<file path="src/hw/rtl/tcr_pkg.sv">
// Shared constants, types and helper functions of the turn-indexed command ring.
`default_nettype none

package tcr_pkg;

  // Sizing of the ring.
  localparam int RING_DEPTH    = 64;
  localparam int PLAYER_COUNT  = 4;
  localparam int COMMAND_WIDTH = 16;
  localparam int TURN_WIDTH    = 32;

  // Fixed field widths of the request and result items.
  localparam int FUNC_W   = 3;
  localparam int PLAYER_W = 3;
  localparam int OFFSET_W = 6;
  localparam int STATUS_W = 2;

  // Derived widths.
  localparam int IDX_W     = $clog2(RING_DEPTH);
  localparam int CNT_W     = $clog2(RING_DEPTH + 1);
  localparam int LANE_W    = (PLAYER_COUNT > 1) ? $clog2(PLAYER_COUNT) : 1;
  localparam int PLAYERC_W = PLAYER_W + 1;
  localparam int NEEDC_W   = (TURN_WIDTH > CNT_W) ? TURN_WIDTH : CNT_W;
  localparam int OFFC_W    = (OFFSET_W > CNT_W) ? OFFSET_W : CNT_W;

  // Reset value of the pass code register.
  localparam logic [COMMAND_WIDTH-1:0] PASS_RESET = COMMAND_WIDTH'(1);

  // Operation codes carried by the func field.
  typedef enum logic [FUNC_W-1:0] {
    FUNC_CLEAR = 3'd0,
    FUNC_PUSH  = 3'd1,
    FUNC_POP   = 3'd2,
    FUNC_PEEK  = 3'd3,
    FUNC_SIZE  = 3'd4
  } func_e;

  // Result status codes.
  typedef enum logic [STATUS_W-1:0] {
    STAT_OK         = 2'd0,
    STAT_EMPTY      = 2'd1,
    STAT_OVERFLOW   = 2'd2,
    STAT_BAD_PLAYER = 2'd3
  } status_e;

  // Controller states.
  typedef enum logic [2:0] {
    S_IDLE,
    S_DECODE,
    S_PUSH_CHK,
    S_APPEND,
    S_SEARCH,
    S_WRITE,
    S_EMIT_ONE,
    S_EMIT_ENTRY
  } state_e;

  // One ring entry's command words, one lane per player.
  typedef logic [PLAYER_COUNT-1:0][COMMAND_WIDTH-1:0] row_t;

  // Commands from the controller to the datapath.
  typedef struct packed {
    logic    capture;
    logic    clear_ring;
    logic    load_need;
    logic    append;
    logic    search_init;
    logic    search_en;
    logic    write_cmd;
    logic    pop_adv;
    logic    rd_head;
    logic    rd_peek;
    logic    load_resp;
    status_e resp_status;
    logic    resp_push;
    logic    lane_clr;
    logic    lane_inc;
    logic    emit_entry;
  } dp_cmd_t;

  // Status from the datapath to the controller.
  typedef struct packed {
    func_e func;
    logic  bad_player;
    logic  overflow;
    logic  need_zero;
    logic  need_last;
    logic  empty;
    logic  peek_bad;
    logic  hit;
    logic  lane_last;
  } dp_stat_t;

  // Ring slot at an offset from a base slot; the offset never exceeds the depth.
  function automatic logic [IDX_W-1:0] wrap_add(input logic [IDX_W-1:0] base,
                                                input logic [CNT_W-1:0] off);
    logic [CNT_W:0] sum;
    sum = (CNT_W + 1)'(base) + (CNT_W + 1)'(off);
    if (sum >= (CNT_W + 1)'(RING_DEPTH)) begin
      sum = sum - (CNT_W + 1)'(RING_DEPTH);
    end
    return sum[IDX_W-1:0];
  endfunction

endpackage

`default_nettype wire

</file>
<file path="src/hw/rtl/tcr_ctrl.sv">
// Controller state machine of the command ring.
`default_nettype none

module tcr_ctrl (
  input  wire logic               clk_i,
  input  wire logic               rst_ni,
  input  wire logic               in_valid_i,
  input  wire logic               out_stall_i,
  input  wire tcr_pkg::dp_stat_t  stat_i,
  output tcr_pkg::dp_cmd_t        cmd_o,
  output logic                    in_stall_o,
  output logic                    out_valid_o
);

  tcr_pkg::state_e state_q, state_d;

  // State register.
  always_ff @(posedge clk_i or negedge rst_ni) begin
    if (!rst_ni) begin
      state_q <= tcr_pkg::S_IDLE;
    end else begin
      state_q <= state_d;
    end
  end

  // Next state and datapath commands.
  always_comb begin
    state_d     = state_q;
    cmd_o       = '0;
    in_stall_o  = 1'b1;
    out_valid_o = 1'b0;
    case (state_q)
      tcr_pkg::S_IDLE: begin
        in_stall_o    = 1'b0;
        cmd_o.capture = in_valid_i;
        if (in_valid_i) begin
          state_d = tcr_pkg::S_DECODE;
        end
      end
      tcr_pkg::S_DECODE: begin
        case (stat_i.func)
          tcr_pkg::FUNC_CLEAR: begin
            cmd_o.clear_ring  = 1'b1;
            cmd_o.load_resp   = 1'b1;
            cmd_o.resp_status = tcr_pkg::STAT_OK;
            state_d           = tcr_pkg::S_EMIT_ONE;
          end
          tcr_pkg::FUNC_PUSH: begin
            cmd_o.load_need = 1'b1;
            state_d         = tcr_pkg::S_PUSH_CHK;
          end
          tcr_pkg::FUNC_POP: begin
            if (stat_i.empty) begin
              cmd_o.load_resp   = 1'b1;
              cmd_o.resp_status = tcr_pkg::STAT_EMPTY;
              state_d           = tcr_pkg::S_EMIT_ONE;
            end else begin
              cmd_o.rd_head  = 1'b1;
              cmd_o.pop_adv  = 1'b1;
              cmd_o.lane_clr = 1'b1;
              state_d        = tcr_pkg::S_EMIT_ENTRY;
            end
          end
          tcr_pkg::FUNC_PEEK: begin
            if (stat_i.peek_bad) begin
              cmd_o.load_resp   = 1'b1;
              cmd_o.resp_status = tcr_pkg::STAT_EMPTY;
              state_d           = tcr_pkg::S_EMIT_ONE;
            end else begin
              cmd_o.rd_peek  = 1'b1;
              cmd_o.lane_clr = 1'b1;
              state_d        = tcr_pkg::S_EMIT_ENTRY;
            end
          end
          default: begin
            // Size and the unused codes report the count only.
            cmd_o.load_resp   = 1'b1;
            cmd_o.resp_status = tcr_pkg::STAT_OK;
            state_d           = tcr_pkg::S_EMIT_ONE;
          end
        endcase
      end
      tcr_pkg::S_PUSH_CHK: begin
        if (stat_i.bad_player) begin
          cmd_o.load_resp   = 1'b1;
          cmd_o.resp_status = tcr_pkg::STAT_BAD_PLAYER;
          state_d           = tcr_pkg::S_EMIT_ONE;
        end else if (stat_i.overflow) begin
          cmd_o.load_resp   = 1'b1;
          cmd_o.resp_status = tcr_pkg::STAT_OVERFLOW;
          state_d           = tcr_pkg::S_EMIT_ONE;
        end else if (stat_i.need_zero) begin
          cmd_o.search_init = 1'b1;
          state_d           = tcr_pkg::S_SEARCH;
        end else begin
          state_d = tcr_pkg::S_APPEND;
        end
      end
      tcr_pkg::S_APPEND: begin
        // One new tail entry per cycle until the requested turn exists.
        cmd_o.append = 1'b1;
        if (stat_i.need_last) begin
          cmd_o.search_init = 1'b1;
          state_d           = tcr_pkg::S_SEARCH;
        end
      end
      tcr_pkg::S_SEARCH: begin
        cmd_o.search_en = 1'b1;
        if (stat_i.hit) begin
          state_d = tcr_pkg::S_WRITE;
        end
      end
      tcr_pkg::S_WRITE: begin
        cmd_o.write_cmd   = 1'b1;
        cmd_o.load_resp   = 1'b1;
        cmd_o.resp_status = tcr_pkg::STAT_OK;
        cmd_o.resp_push   = 1'b1;
        state_d           = tcr_pkg::S_EMIT_ONE;
      end
      tcr_pkg::S_EMIT_ONE: begin
        out_valid_o = 1'b1;
        if (!out_stall_i) begin
          state_d = tcr_pkg::S_IDLE;
        end
      end
      tcr_pkg::S_EMIT_ENTRY: begin
        out_valid_o      = 1'b1;
        cmd_o.emit_entry = 1'b1;
        if (!out_stall_i) begin
          if (stat_i.lane_last) begin
            state_d = tcr_pkg::S_IDLE;
          end else begin
            cmd_o.lane_inc = 1'b1;
          end
        end
      end
      default: begin
        state_d = tcr_pkg::S_IDLE;
      end
    endcase
  end

  // A taken request always moves the controller into decode.
  a_accept_decode: assert property (@(posedge clk_i) disable iff (!rst_ni)
    (in_valid_i && !in_stall_o) |=> (state_q == tcr_pkg::S_DECODE))
    else $error("accepted request was not decoded");

endmodule

`default_nettype wire

</file>
<file path="config.mk">
export PLATFORM = sky130hd
export DESIGN_NAME = tcr_ctrl
export DESIGN_NICKNAME = d
export VERILOG_FILES = /design/src/hw/rtl/tcr_pkg.sv /design/src/hw/rtl/tcr_ctrl.sv
export SDC_FILE = /design/constraint.sdc
export NUM_CORES = 1
export LEC_CHECK = 0
export ABC_AREA = 1
export BUFFER_PORTS_ARGS = -buffer_cell sky130_fd_sc_hd__buf_2
export CORE_AREA = 3 3 40 42
export CTS_BUF_LIST = sky130_fd_sc_hd__clkbuf_4
export DETAILED_ROUTE_END_ITERATION = 7
export DIE_AREA = 0 0 43 45
export GPL_TIMING_DRIVEN = 0
export PLACE_DENSITY = 0.82
export SLEW_MARGIN = 10
export SYNTH_ARGS = -nofsm -noshare
export SYNTH_HDL_FRONTEND = slang
export SYNTH_SLANG_ARGS = --single-unit
</file>
<file path="constraint.sdc">
create_clock -name clk_i -period 2.8 [get_ports clk_i]
set_clock_uncertainty 0.15 [all_clocks]
set_input_delay 0.28 -clock clk_i [delete_from_list [all_inputs] [get_ports clk_i]]
set_output_delay 0.28 -clock clk_i [all_outputs]
set_load 0.01 [all_outputs]
</file>
# After elaboration in Yosys (flattened, before gate mapping)
# Cells that the tools add are included.
word_totals:
  register_bits: 3
  inputBits: 15
  word_cells: 65
classes:
  eq_ne: 16
  muxes: 44
  n_reduce_logical: 4
op_table:
  columns: ["op", "count"]
  rows:
  - ["2-to-1 mux 3 bit", 14]
  - ["case mux 3 bit (3 select lines)", 3]
  - ["case mux 3 bit (8 select lines)", 1]
  - ["2-to-1 mux 1 bit", 20]
  - ["== test 3 x 2 -> 1 bit, second input constant", 4]
  - ["== test 3 bit, second input constant", 4]
  - ["inequality test 2 bit, second input constant", 6]
  - ["2-to-1 mux 2 bit", 4]
  - ["== test 3 x 1 -> 1 bit, second input constant", 2]
  - ["zero test 3 bit", 2]
  - ["AND reduction 6 bit", 1]
  - ["case mux 1 bit (2 select lines)", 2]
  - ["OR reduction 2 bit", 1]

# Longest topological paths before layout
logic_depth:
  word_depth: 4
  depth_mapped: 9

# Worst setup path after synthesis
# Ideal clock, no wire load.
synth_path:
  kind: "register to output"
  startpoint: "register state_q[1]"
  endpoint: "output port cmd_o[9] (netlist name)"
  t_arrival_ps: 1223
  t_required_ps: 2370
  path_slack_ps: 1147
  stages_incl_launch_ff: 8
  cell_sequence: "dfrtp_1 buf_6 inv_1 nand2_1 nor2_4 inv_1 nor2_1 buf_4"
synth_lines:
  columns: ["item", "line_no", "source"]
  rows:
  - ["start, declared", "tcr_ctrl.sv:15", "tcr_pkg::state_e state_q, state_d;"]
  - ["start signal, assigned", "tcr_ctrl.sv:20", "state_q <= tcr_pkg::S_IDLE;"]
  - ["start signal, assigned", "tcr_ctrl.sv:22", "state_q <= state_d;"]
  - ["end, declared", "tcr_ctrl.sv:10", "output tcr_pkg::dp_cmd_t cmd_o,"]

==> impl_metrics.json <==
{
  "dr.pass1.iters": 4,
  "drcViolationCount": 0,
  "clk_pin_slew_ps": 40,
  "cts_made_buffers": 3,
  "period_needed_ps": 1970,
  "largest_register_ffs": 3,
  "fin_setup_tns_ps": 0,
  "maxClockFrequency_mhz": 509,
  "via_per_inst": 4.67,
  "worst_r2r_path_depth": 8,
  "syn2layout_area_growth_pct": 44.6,
  "crit_path_max_incr_delay_ps": 360,
  "cts_root_buffer": "clkbuf_4",
  "r2r-start": "state_q[0]",
  "clockBufferDepth": 2,
  "period_share": 0.702,
  "hold_violations": 0,
  "startpoint_type": "flip-flop",
  "crit_buf_inv": 5,
  "rsz0062_at_grt": "no",
  "via_count": 677,
  "tightest_slew_ps": 273,
  "cp_data_arrival_time_ps": 1540,
  "worst_ir_drop_vdd_mv": 0.445,
  "synth_fp_nets": 107,
  "top_regs": "state_q x3",
  "antenna_cells": 0,
  "cp_slowest_cell": "dfrtp_1",
  "leakage_nw": 0.478,
  "grt_overflow": 0,
  "core_um2": 1280,
  "gp_congestion": 0.751,
  "htreeDepth": 1,
  "grt.total_usage": 0.149,
  "drt-total-wl_mm": 1.33,
  "final_common_cell": "buf_2",
  "finalSetupViolations": 0,
  "cp_common_cell": "inv_1",
  "max-slew-margin-rel": 0.818,
  "synth_cells": 92,
  "hold_ws_ps": 216,
  "synth_top_area_frac": 0.217,
  "powerDensity_nw_per_um2": 883,
  "dieArea_um2": 1940,
  "crit_end": "cmd_o[9]",
  "first_iter_violations": 7,
  "synth_seq_area_share": 0.150,
  "hold_class": "primary input to asynchronous set/reset pin",
  "clock_sinks": 3,
  "fin_cells": 145,
  "io_pins": 34,
  "dp_hpwl_mm": 1.08,
  "detail-route-antenna-nets": 0,
  "crit_cells": 8,
  "wire_per_inst_um": 9.17,
  "drv_slew": 0,
  "cts_resized": 0,
  "dieHeight_um": 45,
  "drive_gt1_frac": 0.385,
  "r2r_setup_slack_ps": 1400,
  "post_cts.repair.setup_buffers": 0,
  "grt_pass1_vias": 569,
  "port_buffers": 33,
  "syn_area_per_cell_um2": 5.45,
  "crit_type": "flip-flop to output port",
  "final_cell_mix": "buf_2, nand2_1, inv_1",
  "clk_latency_ps": 240,
  "critPathRequiredTime_ps": 2370,
  "synth_area_leaders": "nand2_1, dfrtp_1, inv_1",
  "maxCapViolCount": 0,
  "netlist_area_um2": 502,
  "dp_cells": 140,
  "synth.largest_area_cell": "nand2_1",
  "grt_pass1_wl_mm": 2.21,
  "rr_endpoint": "state_q[2]",
  "cts-hold-fix-buffers": 1,
  "grt_max_degree": 10,
  "cp_max_fo": 8,
  "cp-end-kind": "output port",
  "cts_tree": "built",
  "num-nets-final": 146,
  "initial_core_util": 0.390,
  "antenna_found_initial": 0,
  "status": "finished clean",
  "rows": 13,
  "ys_warn_count": 0,
  "crit_chain": "buf_6 -> inv_1 -> nand2_1 -> nor2_4 -> inv_1 -> nor2_1 -> buf_4 -> buf_2",
  "die_x_um": 43,
  "ys_ff_latch": 3,
  "crit_family": "buffers and inverters",
  "yosysUniqueCellTypes": 19,
  "top_register": "state_q",
  "critPathLaunch": "state_q[1]"
}
## per-stage QoR
stage	utilization	total power, mW	setup slack, ps	instance area, um^2
floorplan	-	0.421	1150	502
detailed placement	0.534	0.554	1080	686
CTS	0.565	0.645	827	726
global placement	0.534	0.545	1110	686
global route	0.565	0.710	657	726
finish	0.565	0.641	834	726
## logic make-up (layout without fill, tap and decap cells)
kind of cell / count (synthesis) / after routing / synth area share
AO/OA/AOI/OAI: 8 / 8 / 0.0923
AND/OR/NAND/NOR: 60 / 60 / 0.556
buffers and inverters: 21 / 59 / 0.202
flip-flops: 3 / 3 / 0.150
## routing by layer
layer	GRT usage	routed length, um	vias to the layer above
met5	0	0	-
met4	0.0663	12	0
met3	0.0398	123	2
met2	0.254	619	32
met1	0.177	575	287
li1	-	-	356
## cell usage after synthesis
cell type / number
nand3_2: 2
nor2_2: 3
nand4_1: 1
nor3_2: 1
buf_4: 2
nor2_1: 15
nor3_1: 1
dfrtp_1: 3
o21ai_0: 4
nand3_1: 6
nor4_2: 1
a21boi_0: 1
inv_2: 1
inv_1: 16
a22o_1: 1
nor2_4: 1
buf_6: 2
a21oi_1: 2
nand2_1: 29
## worst register-to-register path: cells and delay by family (launching register included)
kind | cells | cell delay [ps]
AND/OR/NAND/NOR | 7 | 630
buffers and inverters | 1 | 50
flip-flops | 1 | 460
## where the power goes
| part | leakage, nW | switching [mW] | internal (mW) |
|---|---|---|---|
| Clock | 0.0184 | 0.0233 | 0.0631 |
| Combinational | 0.423 | 0.284 | 0.181 |
| Sequential | 0.0366 | 0.0223 | 0.0675 |
## layout make-up
| class | count | area (um^2) |
|---|---|---|
| inverters | 17 | 63.8 |
| flip-flops and latches | 3 | 75.1 |
| repair buffers | 34 | 175 |
| multi-input cells | 68 | 325 |
| fillers | 152 | 559 |
| clock buffers | 4 | 30.0 |
| well taps | 15 | 18.8 |
| plain buffers | 4 | 37.5 |
## worst min-delay path by stage
stage,startpoint,end,slack [ps],cells after the start
6_report,rst_ni,state_q[0],220,2
5_1_grt,rst_ni,state_q[2],220,2
4_1_cts,rst_ni,state_q[0],210,2
3_5_place_dp,rst_ni,state_q[0],-70,1
3_3_place_gp,rst_ni,state_q[2],-80,1
2_1_floorplan,rst_ni,state_q[0],-170,0
Power figures use the tool's default switching activity.
